**src/tsf_pkg.sv**
```systemverilog
// Shared types, constants and helpers for the token semaphore block.
`default_nettype none
package tsf_pkg;

  localparam int NUM_REQ  = 64;
  localparam int ID_W     = 6;
  localparam int TIME_W   = 32;
  localparam int MAX_HOLD = 8;
  localparam int QLEN_W   = 7;
  localparam int CNT_W    = 4;
  localparam int CFG_W    = 32;

  localparam logic [2:0] MODE_REQUEST   = 3'd0;
  localparam logic [2:0] MODE_RELEASE   = 3'd1;
  localparam logic [2:0] MODE_CANCEL    = 3'd2;
  localparam logic [2:0] MODE_GONE      = 3'd3;
  localparam logic [2:0] MODE_RESET_ALL = 3'd4;

  localparam logic [1:0] KIND_REPLY    = 2'd0;
  localparam logic [1:0] KIND_GRANT    = 2'd1;
  localparam logic [1:0] KIND_RELEASED = 2'd2;
  localparam logic [1:0] KIND_ACK      = 2'd3;

  localparam logic [2:0] ST_GRANTED = 3'd0;
  localparam logic [2:0] ST_HELD    = 3'd1;
  localparam logic [2:0] ST_QUEUED  = 3'd2;
  localparam logic [2:0] ST_COOL    = 3'd3;
  localparam logic [2:0] ST_ENQUEUE = 3'd4;

  localparam logic CFG_MAX_HOLDERS = 1'b0;
  localparam logic CFG_COOLDOWN    = 1'b1;

  typedef struct packed {
    logic [2:0]        mode;
    logic [ID_W-1:0]   requester_id;
    logic [TIME_W-1:0] now_ticks;
  } in_item_t;

  typedef struct packed {
    logic [1:0]        kind;
    logic [ID_W-1:0]   who;
    logic [2:0]        status;
    logic              holds_token;
    logic [QLEN_W-1:0] queue_length;
    logic [CNT_W-1:0]  active_count;
    logic              last;
  } out_item_t;

  typedef struct packed {
    logic            re;
    logic [ID_W-1:0] raddr;
    logic            we;
    logic [ID_W-1:0] waddr;
    logic [ID_W-1:0] wdata;
  } qmem_req_t;

  typedef struct packed {
    logic              re;
    logic [ID_W-1:0]   raddr;
    logic              we;
    logic [ID_W-1:0]   waddr;
    logic [TIME_W-1:0] wdata;
  } smem_req_t;

  typedef enum logic [3:0] {
    S_IDLE, S_DECODE, S_REQ_SCAN, S_REQ_DECIDE, S_RM,
    S_GP_POP, S_GP_RD, S_GP_CHK, S_RST_SCAN, S_RST_ACK, S_FINISH
  } state_t;

  function automatic out_item_t make_out(logic [1:0] kind, logic [ID_W-1:0] who,
                                         logic [2:0] status, logic holds,
                                         logic [QLEN_W-1:0] qlen,
                                         logic [CNT_W-1:0] cnt);
    out_item_t o;
    o.kind         = kind;
    o.who          = who;
    o.status       = status;
    o.holds_token  = holds;
    o.queue_length = qlen;
    o.active_count = cnt;
    o.last         = 1'b0;
    return o;
  endfunction

  function automatic logic cooling(logic [TIME_W-1:0] now, logic [TIME_W-1:0] stamp,
                                   logic [TIME_W-1:0] cd, logic stamp_ok);
    logic [TIME_W-1:0] diff;
    diff = now - stamp;
    return (cd != '0) && stamp_ok && (diff < cd);
  endfunction

endpackage
`default_nettype wire

```
**src/token_semaphore_fifo_cooldown_top.sv**
```systemverilog
// Token semaphore with FIFO wait queue and re-grant cooldown: control and state.
// One item is taken while busy is low; results then appear one per strobe on valid,
// the final one marked by last, and the receiver cannot stall them. A request, cancel
// or gone walks the queue through the queue memory read port, a grant pass examines
// each entry with a queue read, a stamp read and a decide step, and reset all scans
// every requester id between decode and the acknowledge and finish steps. The
// longest item is a gone holder with 63 entries queued: the compaction walk followed
// by a grant pass over 63 entries that are all on cooldown.
`default_nettype none
module token_semaphore_fifo_cooldown_top
  import tsf_pkg::*;
(
  input  wire logic             clk,
  input  wire logic             rst,
  input  wire logic             start,
  output logic                  busy,
  input  wire in_item_t         cmd,
  output logic                  valid,
  output out_item_t             result,
  input  wire logic             cfg_we,
  input  wire logic             cfg_index,
  input  wire logic [CFG_W-1:0] cfg_data
);

  state_t state, state_next;
  in_item_t cur, cur_next;
  logic [NUM_REQ-1:0] flags, flags_next, svalid, svalid_next;
  logic [CNT_W-1:0] count, count_next;
  logic [ID_W-1:0] head, head_next;
  logic [QLEN_W-1:0] qlen, qlen_next, idx, idx_next, wj, wj_next, k, k_next;
  logic [QLEN_W-1:0] examine, examine_next;
  logic rd_v, rd_v_next, found, found_next, gone_held, gone_held_next;
  logic [CNT_W-1:0] max_holders, lim;
  logic [TIME_W-1:0] cooldown;

  qmem_req_t qreq;
  smem_req_t sreq;
  logic [ID_W-1:0] q_rdata;
  logic [TIME_W-1:0] s_rdata;

  logic emit_en, finish;
  out_item_t emit_item, pend;
  logic pend_v;

  logic [ID_W-1:0] cid;
  assign cid = cur.requester_id;

  tsf_qmem u_qmem (.clk(clk), .req(qreq), .rdata(q_rdata));
  tsf_smem u_smem (.clk(clk), .req(sreq), .rdata(s_rdata));

  always_comb begin
    if (max_holders == '0) lim = CNT_W'(1);
    else if (max_holders > CNT_W'(MAX_HOLD)) lim = CNT_W'(MAX_HOLD);
    else lim = max_holders;
  end

  assign busy = (state != S_IDLE);

  always_ff @(posedge clk) begin
    if (rst) begin
      max_holders <= CNT_W'(2);
      cooldown    <= '0;
    end else if (cfg_we) begin
      if (cfg_index == CFG_MAX_HOLDERS) max_holders <= cfg_data[CNT_W-1:0];
      else cooldown <= cfg_data[TIME_W-1:0];
    end
  end

  always_ff @(posedge clk) begin
    if (rst) begin
      state     <= S_IDLE;
      flags     <= '0;
      svalid    <= '0;
      count     <= '0;
      head      <= '0;
      qlen      <= '0;
      rd_v      <= 1'b0;
      found     <= 1'b0;
      gone_held <= 1'b0;
    end else begin
      state     <= state_next;
      flags     <= flags_next;
      svalid    <= svalid_next;
      count     <= count_next;
      head      <= head_next;
      qlen      <= qlen_next;
      rd_v      <= rd_v_next;
      found     <= found_next;
      gone_held <= gone_held_next;
    end
  end

  always_ff @(posedge clk) begin
    cur     <= cur_next;
    idx     <= idx_next;
    wj      <= wj_next;
    k       <= k_next;
    examine <= examine_next;
  end

  always_comb begin
    state_next     = state;
    cur_next       = cur;
    flags_next     = flags;
    svalid_next    = svalid;
    count_next     = count;
    head_next      = head;
    qlen_next      = qlen;
    idx_next       = idx;
    wj_next        = wj;
    k_next         = k;
    examine_next   = examine;
    rd_v_next      = rd_v;
    found_next     = found;
    gone_held_next = gone_held;
    qreq           = '0;
    sreq           = '0;
    emit_en        = 1'b0;
    emit_item      = '0;
    finish         = 1'b0;
    case (state)
      S_IDLE: begin
        if (start) begin
          cur_next   = cmd;
          state_next = S_DECODE;
        end
      end
      S_DECODE: begin
        idx_next  = '0;
        wj_next   = '0;
        rd_v_next = 1'b0;
        case (cur.mode)
          MODE_RESET_ALL: begin
            svalid_next = '0;
            qlen_next   = '0;
            state_next  = S_RST_SCAN;
          end
          MODE_REQUEST: begin
            found_next = 1'b0;
            sreq.re    = 1'b1;
            sreq.raddr = cid;
            state_next = S_REQ_SCAN;
          end
          MODE_RELEASE: begin
            if (flags[cid]) begin
              flags_next[cid] = 1'b0;
              count_next      = count - CNT_W'(1);
              emit_en   = 1'b1;
              emit_item = make_out(KIND_RELEASED, cid, ST_GRANTED, 1'b0, qlen,
                                   count - CNT_W'(1));
              k_next       = '0;
              examine_next = qlen;
              state_next   = S_GP_POP;
            end else begin
              emit_en    = 1'b1;
              emit_item  = make_out(KIND_ACK, cid, ST_GRANTED, 1'b0, qlen, count);
              state_next = S_FINISH;
            end
          end
          MODE_CANCEL: begin
            gone_held_next = 1'b0;
            state_next     = S_RM;
          end
          MODE_GONE: begin
            gone_held_next = flags[cid];
            if (flags[cid]) begin
              flags_next[cid] = 1'b0;
              count_next      = count - CNT_W'(1);
            end
            svalid_next[cid] = 1'b0;
            state_next       = S_RM;
          end
          default: begin
            emit_en    = 1'b1;
            emit_item  = make_out(KIND_ACK, cid, ST_GRANTED, flags[cid], qlen, count);
            state_next = S_FINISH;
          end
        endcase
      end
      S_REQ_SCAN: begin
        if (rd_v && (q_rdata == cid)) found_next = 1'b1;
        if (idx < qlen) begin
          qreq.re   = 1'b1;
          qreq.raddr = head + idx[ID_W-1:0];
          idx_next  = idx + QLEN_W'(1);
          rd_v_next = 1'b1;
        end else begin
          rd_v_next = 1'b0;
          if (!rd_v) state_next = S_REQ_DECIDE;
        end
      end
      S_REQ_DECIDE: begin
        emit_en    = 1'b1;
        state_next = S_FINISH;
        if (flags[cid]) begin
          emit_item = make_out(KIND_REPLY, cid, ST_HELD, 1'b1, qlen, count);
        end else if (found) begin
          emit_item = make_out(KIND_REPLY, cid, ST_QUEUED, 1'b0, qlen, count);
        end else if (cooling(cur.now_ticks, s_rdata, cooldown, svalid[cid])) begin
          emit_item = make_out(KIND_REPLY, cid, ST_COOL, 1'b0, qlen, count);
        end else if (count < lim) begin
          flags_next[cid]  = 1'b1;
          svalid_next[cid] = 1'b1;
          count_next       = count + CNT_W'(1);
          sreq.we    = 1'b1;
          sreq.waddr = cid;
          sreq.wdata = cur.now_ticks;
          emit_item  = make_out(KIND_REPLY, cid, ST_GRANTED, 1'b1, qlen,
                                count + CNT_W'(1));
        end else if (qlen < QLEN_W'(NUM_REQ)) begin
          qreq.we    = 1'b1;
          qreq.waddr = head + qlen[ID_W-1:0];
          qreq.wdata = cid;
          qlen_next  = qlen + QLEN_W'(1);
          emit_item  = make_out(KIND_REPLY, cid, ST_ENQUEUE, 1'b0,
                                qlen + QLEN_W'(1), count);
        end else begin
          emit_item = make_out(KIND_REPLY, cid, ST_COOL, 1'b0, qlen, count);
        end
      end
      S_RM: begin
        // compact in place: kept entries are written behind the read point
        if (rd_v && (q_rdata != cid)) begin
          qreq.we    = 1'b1;
          qreq.waddr = head + wj[ID_W-1:0];
          qreq.wdata = q_rdata;
          wj_next    = wj + QLEN_W'(1);
        end
        if (idx < qlen) begin
          qreq.re    = 1'b1;
          qreq.raddr = head + idx[ID_W-1:0];
          idx_next   = idx + QLEN_W'(1);
          rd_v_next  = 1'b1;
        end else begin
          rd_v_next = 1'b0;
          if (!rd_v) begin
            qlen_next = wj;
            emit_en   = 1'b1;
            emit_item = make_out(KIND_ACK, cid, ST_GRANTED, flags[cid], wj, count);
            if (gone_held) begin
              k_next       = '0;
              examine_next = wj;
              state_next   = S_GP_POP;
            end else begin
              state_next = S_FINISH;
            end
          end
        end
      end
      S_GP_POP: begin
        if ((k < examine) && (count < lim) && (qlen != '0)) begin
          qreq.re    = 1'b1;
          qreq.raddr = head;
          head_next  = head + ID_W'(1);
          qlen_next  = qlen - QLEN_W'(1);
          k_next     = k + QLEN_W'(1);
          state_next = S_GP_RD;
        end else begin
          state_next = S_FINISH;
        end
      end
      S_GP_RD: begin
        sreq.re    = 1'b1;
        sreq.raddr = q_rdata;
        state_next = S_GP_CHK;
      end
      S_GP_CHK: begin
        state_next = S_GP_POP;
        if (cooling(cur.now_ticks, s_rdata, cooldown, svalid[q_rdata])) begin
          // rotate to the back
          qreq.we    = 1'b1;
          qreq.waddr = head + qlen[ID_W-1:0];
          qreq.wdata = q_rdata;
          qlen_next  = qlen + QLEN_W'(1);
        end else begin
          flags_next[q_rdata]  = 1'b1;
          svalid_next[q_rdata] = 1'b1;
          count_next           = count + CNT_W'(1);
          sreq.we    = 1'b1;
          sreq.waddr = q_rdata;
          sreq.wdata = cur.now_ticks;
          emit_en    = 1'b1;
          emit_item  = make_out(KIND_GRANT, q_rdata, ST_GRANTED, 1'b1, qlen,
                                count + CNT_W'(1));
        end
      end
      S_RST_SCAN: begin
        if (flags[idx[ID_W-1:0]]) begin
          flags_next[idx[ID_W-1:0]] = 1'b0;
          count_next = count - CNT_W'(1);
          emit_en    = 1'b1;
          emit_item  = make_out(KIND_RELEASED, idx[ID_W-1:0], ST_GRANTED, 1'b0, '0,
                                count - CNT_W'(1));
        end
        if (idx == QLEN_W'(NUM_REQ - 1)) state_next = S_RST_ACK;
        else idx_next = idx + QLEN_W'(1);
      end
      S_RST_ACK: begin
        count_next = '0;
        emit_en    = 1'b1;
        emit_item  = make_out(KIND_ACK, '0, ST_GRANTED, 1'b0, '0, '0);
        state_next = S_FINISH;
      end
      S_FINISH: begin
        finish     = 1'b1;
        state_next = S_IDLE;
      end
      default: state_next = S_IDLE;
    endcase
  end

  // hold one result back so the final one can be marked
  always_ff @(posedge clk) begin
    if (rst) begin
      pend_v <= 1'b0;
      valid  <= 1'b0;
    end else begin
      valid <= 1'b0;
      if (finish) begin
        valid       <= 1'b1;
        result      <= pend;
        result.last <= 1'b1;
        pend_v      <= 1'b0;
      end else if (emit_en) begin
        if (pend_v) begin
          valid  <= 1'b1;
          result <= pend;
        end
        pend   <= emit_item;
        pend_v <= 1'b1;
      end
    end
  end

  a_count_matches: assert property (@(posedge clk) disable iff (rst)
    32'(count) == 32'($countones(flags)))
    else $error("holder count disagrees with holder flags");

  a_qlen_bound: assert property (@(posedge clk) disable iff (rst)
    qlen <= QLEN_W'(NUM_REQ))
    else $error("queue length beyond capacity");

  a_accept_busy: assert property (@(posedge clk) disable iff (rst)
    (start && !busy) |=> busy)
    else $error("item accepted without going busy");

  a_last_quiet: assert property (@(posedge clk) disable iff (rst)
    (valid && result.last) |-> !busy ##1 !valid)
    else $error("activity after final result");

endmodule
`default_nettype wire

```
**src/tsf_qmem.sv**
```systemverilog
// Wait queue storage: one write port, one registered read port.
`default_nettype none
module tsf_qmem
  import tsf_pkg::*;
(
  input  wire logic             clk,
  input  wire qmem_req_t        req,
  output logic     [ID_W-1:0]   rdata
);

  logic [ID_W-1:0] mem [NUM_REQ];

  always_ff @(posedge clk) begin
    if (req.we) mem[req.waddr] <= req.wdata;
    if (req.re) rdata <= mem[req.raddr];
  end

endmodule
`default_nettype wire

```
**src/tsf_smem.sv**
```systemverilog
// Grant stamp storage per requester: one write port, one registered read port.
`default_nettype none
module tsf_smem
  import tsf_pkg::*;
(
  input  wire logic             clk,
  input  wire smem_req_t        req,
  output logic     [TIME_W-1:0] rdata
);

  logic [TIME_W-1:0] mem [NUM_REQ];

  always_ff @(posedge clk) begin
    if (req.we) mem[req.waddr] <= req.wdata;
    if (req.re) rdata <= mem[req.raddr];
  end

endmodule
`default_nettype wire
```
**config.mk**
```make
export PLATFORM = sky130hd
export DESIGN_NAME = token_semaphore_fifo_cooldown_top
export DESIGN_NICKNAME = d
export VERILOG_FILES = /design/src/tsf_pkg.sv /design/src/token_semaphore_fifo_cooldown_top.sv /design/src/tsf_qmem.sv /design/src/tsf_smem.sv
export SDC_FILE = /design/constraint.sdc
export NUM_CORES = 2
export LEC_CHECK = 0
export BUFFER_PORTS_ARGS = -buffer_cell sky130_fd_sc_hd__buf_2
export CORE_MARGIN = 4
export CORE_UTILIZATION = 40
export CTS_CLUSTER_SIZE = 24
export DETAILED_ROUTE_END_ITERATION = 10
export PLACE_DENSITY = 0.6
export SETUP_SLACK_MARGIN = 0.1
export SLEW_MARGIN = 20
export SYNTH_ARGS = -nofsm -noshare
export SYNTH_HDL_FRONTEND = slang
export SYNTH_SLANG_ARGS = --single-unit
```
**constraint.sdc**
```tcl
create_clock -name clk -period 7.3 [get_ports clk]
set_input_delay 0.365 -clock clk [delete_from_list [all_inputs] [get_ports clk]]
set_output_delay 0.365 -clock clk [all_outputs]
set_load 0.02 [all_outputs]
```
==> results.md <==
- Yosys warning count: 0
- WP data required: 7890 ps
- Slew headroom: 17.7%
- Via count: 85954
- Port buffer count: 103
- DR pass1 iterations: 6
- Crit path max-delay cell type: o41ai_4
- Synthesized net count: 10194
- Tcrit/Tclk final: 94.2%
- Status: finished clean
- Num CTS Buffers: around 300
- Initial Utilization: 40.3%
- Register area: 81500 um2
- Gr ovfl total: 0
- Row Count: 199
- Sequential fraction of the synthesis area: between 60 and 70%
- Post-synth EDFFs: 2586
- Wire per inst: 26.2 um
- Syn_area_per_cell: 11.9 um2
- Fin Setup TNS: 0 ps
- Peak supply drop: about 200 uV
- Worst Skew: 100 ps
- Post-synth ARST share: 0%
- Longest Clk Path Bufs: 4
- First-pass GRT wire length: 554000 um
- Die area: 306000 um2
- CORE AREA: 295000 um2
- Dominant cell type by area after synthesis: edfxtp_1
- CP max FO: 8
- Worst hold path class: in2reg
- CP Launch Type: flip-flop
- Largest net degree at the start of global routing: 144
- Initial antenna violation count: 18
- CP most frequent cell: buf_4
- P_leak: 47.1 nW
- Critical path class: reg2reg
- CP Data Arrival Time: 7470 ps
- Fmax: 0.145 GHz
- Area grow syn2layout: 17.4%
- Area of the multi-input gates: ~35000 um2
- Finished Cell Area: 139000 um2
- Most frequent cells in the layout: edfxtp_1 (2586), nand2_1 (2530), nand3_1 (1200)
- Worst-path clk slew: 60 ps
- H-tree depth: 5
- PwrDens: ~280 nW/um2
- Synth Flop Type: edfxtp_1
- Crit end category: flip-flop
- Placed inst area: 129000 um2
- #FFs+latches synth: 2776
- RSZ-0062 raised after global routing: false
- DRC Markers: 0
- # nets final: 10574
- Final hold vios: 0
- WL final: 382000 um
- DR iter-0 viols: 11286
- DP Wirelength: 242000 um
- Vert. Die Dim: around 550 um
- Root Buffer: clkbuf_16
- Max-Cap Viols: 0
- TritonCTS clock tree: yes
- Post-synthesis cell type count: 86
- I/O Pins: approximately 100
- Worst slack, placed: -147 ps
- Most common cell after layout, fill and taps aside: edfxtp_1
- Worst skew pair latency: 900 ps
- Slowest stage delay, CP: 780 ps
- Gate Count Post-Synth: between 10000 and 15000
- Worst-Margin Slew: approximately 1200 ps
- GRT Total Usage: 24.0%
- Vias in the first global route: 81063
- Worst hold margin: ~110 ps
- Die width: ~550 um
- Final setup viols: 0
- Area fraction of the dominant cell type after synthesis: between 60% and 70%
- Synth top area cells: edfxtp_1 (65%), nand2_1 (8.0%), nand3_1 (5.1%)
- Final Max Tran Viols: 0
- Clk sinks: 2776
- Fillcell total: 25915
- GP Congestion: about 0.94
- Vias per cell: slightly below 6
- Tmin final: 6880 ps
- Final core occ: 47.3%
- Worst Setup Slack, final: 423 ps
- Share of post-route cells with drive strength above 1: 12.6%
- Routed Antenna Nets: 0
- Synthesized area: 119000 um2
-- per-stage QoR --
step	power (mW)	instances
floorplan	21.9	10010
global placement	24.8	13888
detailed placement	24.9	13894
CTS	39.4	14532
global route	40.7	14541
finish	39.3	14547
-- final timing paths --
kind	startpoint	cells past startpoint	endpoint	slack, ps
setup / recovery	cur[8]$_DFFE_PP_	26	u_qmem.mem[39][0]$_DFFE_PP_	420
hold / removal	cfg_index	4	max_holders[1]$_SDFFE_PP1P_	110
setup reg to reg	cur[8]$_DFFE_PP_	26	u_qmem.mem[39][0]$_DFFE_PP_	420
hold reg to reg	pend[14]$_DFFE_PP_	0	result[14]$_DFFE_PP_	420
-- critical path: cells and delay by family, from the launching register on --
family                     cells  cell delay, ps
buffers and inverters          5             850
DFF                            1             480
and+or+nand+nor                7            1240
adders and majority gates      2             700
AOI/OAI and AO/OA             11            3120
xor gates and xnor gates       1             130
-- state kept, by name, summed over array words and instances, names as in the netlist, 4 cells and up --
register and flops:
result 24, cooldown 32, wj 7, idx 7
state 4, u_qmem.mem 384, cur 35, cid 6
count 4, qlen 7, flags 64, svalid 64
k 7, examine 7, u_smem.rdata 32, u_qmem.rdata 6
head 6, u_smem.mem 2048, pend 23, max_holders 4
-- area by class of cell --
class | instances | share of cell area [%]
Timing Repair Buffer | 789 | 5.99
Tap cell | 3919 | 3.52
Sequential cell | 2776 | 58.4
Antenna cell | 8 | 0.0144
Multi-Input combinational cell | 6400 | 25.0
Clock inverter | 159 | 0.980
Inverter | 126 | 0.340
Clock buffer | 370 | 5.69
-- cells in the mapped netlist, drive strengths merged, types with 9 or more instances --
cell and count:
inv 123, nand2 2536, o211ai 80, dfxtp 190, a31o 10, clkbuf 546, a31oi 124, mux2 25
a22o 12, and3 148, nand3 1202, nor3 151, or3 10, nor4 20, xnor2 46, nor2b 23
a311oi 325, a32oi 41, a21o 29, a221oi 30, and2 53, o21a 19, ha 102, nand3b 13
or2 13, o31ai 48, mux4 21, nand2b 24, edfxtp 2586, nand4 30, o22ai 25, mux2i 92
o22a 15, nor2 401, a2bb2oi 14, buf 163, xor2 23, o21bai 12, a211oi 45, a21oi 283
a22oi 70, o21ai 175, o221ai 9, a221o 11
-- timing repair --
| action | 4_1_cts | 5_1_grt |
|---|---|---|
| resized for setup | 3 | 18 |
| endpoints found under the hold margin | 78 | 0 |
| endpoints found under the setup margin | 872 | 1682 |
| gates cloned | 0 | 1 |
| setup buffers | 0 | 2 |
| hold buffers | 109 | 0 |
| pin swaps | 2 | 8 |
-- power breakdown --
group | leakage [nW] | switching, mW | internal [mW]
clock network | 4.51 | 6.29 | 8.28
logic | 20.7 | 4.73 | 2.01
registers | 21.9 | 0.323 | 17.7
-- routing by layer --
layer | GRT usage [%] | wire length [um] | vias to the layer above
li1 | - | - | 37858
met1 | 34.3 | 158000 | 42743
met2 | 36.0 | 168000 | 4607
met3 | 5.34 | 40000 | 744
met4 | 8.54 | 15300 | 2
met5 | 0 | 14 | -
-- cell families (layout without fill, tap and decap cells) --
| kind of cell | count (synthesis) | in the layout | synth area share (%) |
|---|---|---|---|
| simple gates | 4643 | 4644 | 16.9 |
| flops | 2776 | 2776 | 68.6 |
| compound gates | 1443 | 1443 | 8.65 |
| buf+inv | 835 | 1444 | 2.78 |
| mux | 138 | 138 | 1.41 |
| fa+ha+maj | 106 | 106 | 1.14 |
| xor+xnor | 69 | 69 | 0.509 |
| other cells | 0 | 8 | 0 |
(Power assumes the default switching activity.)
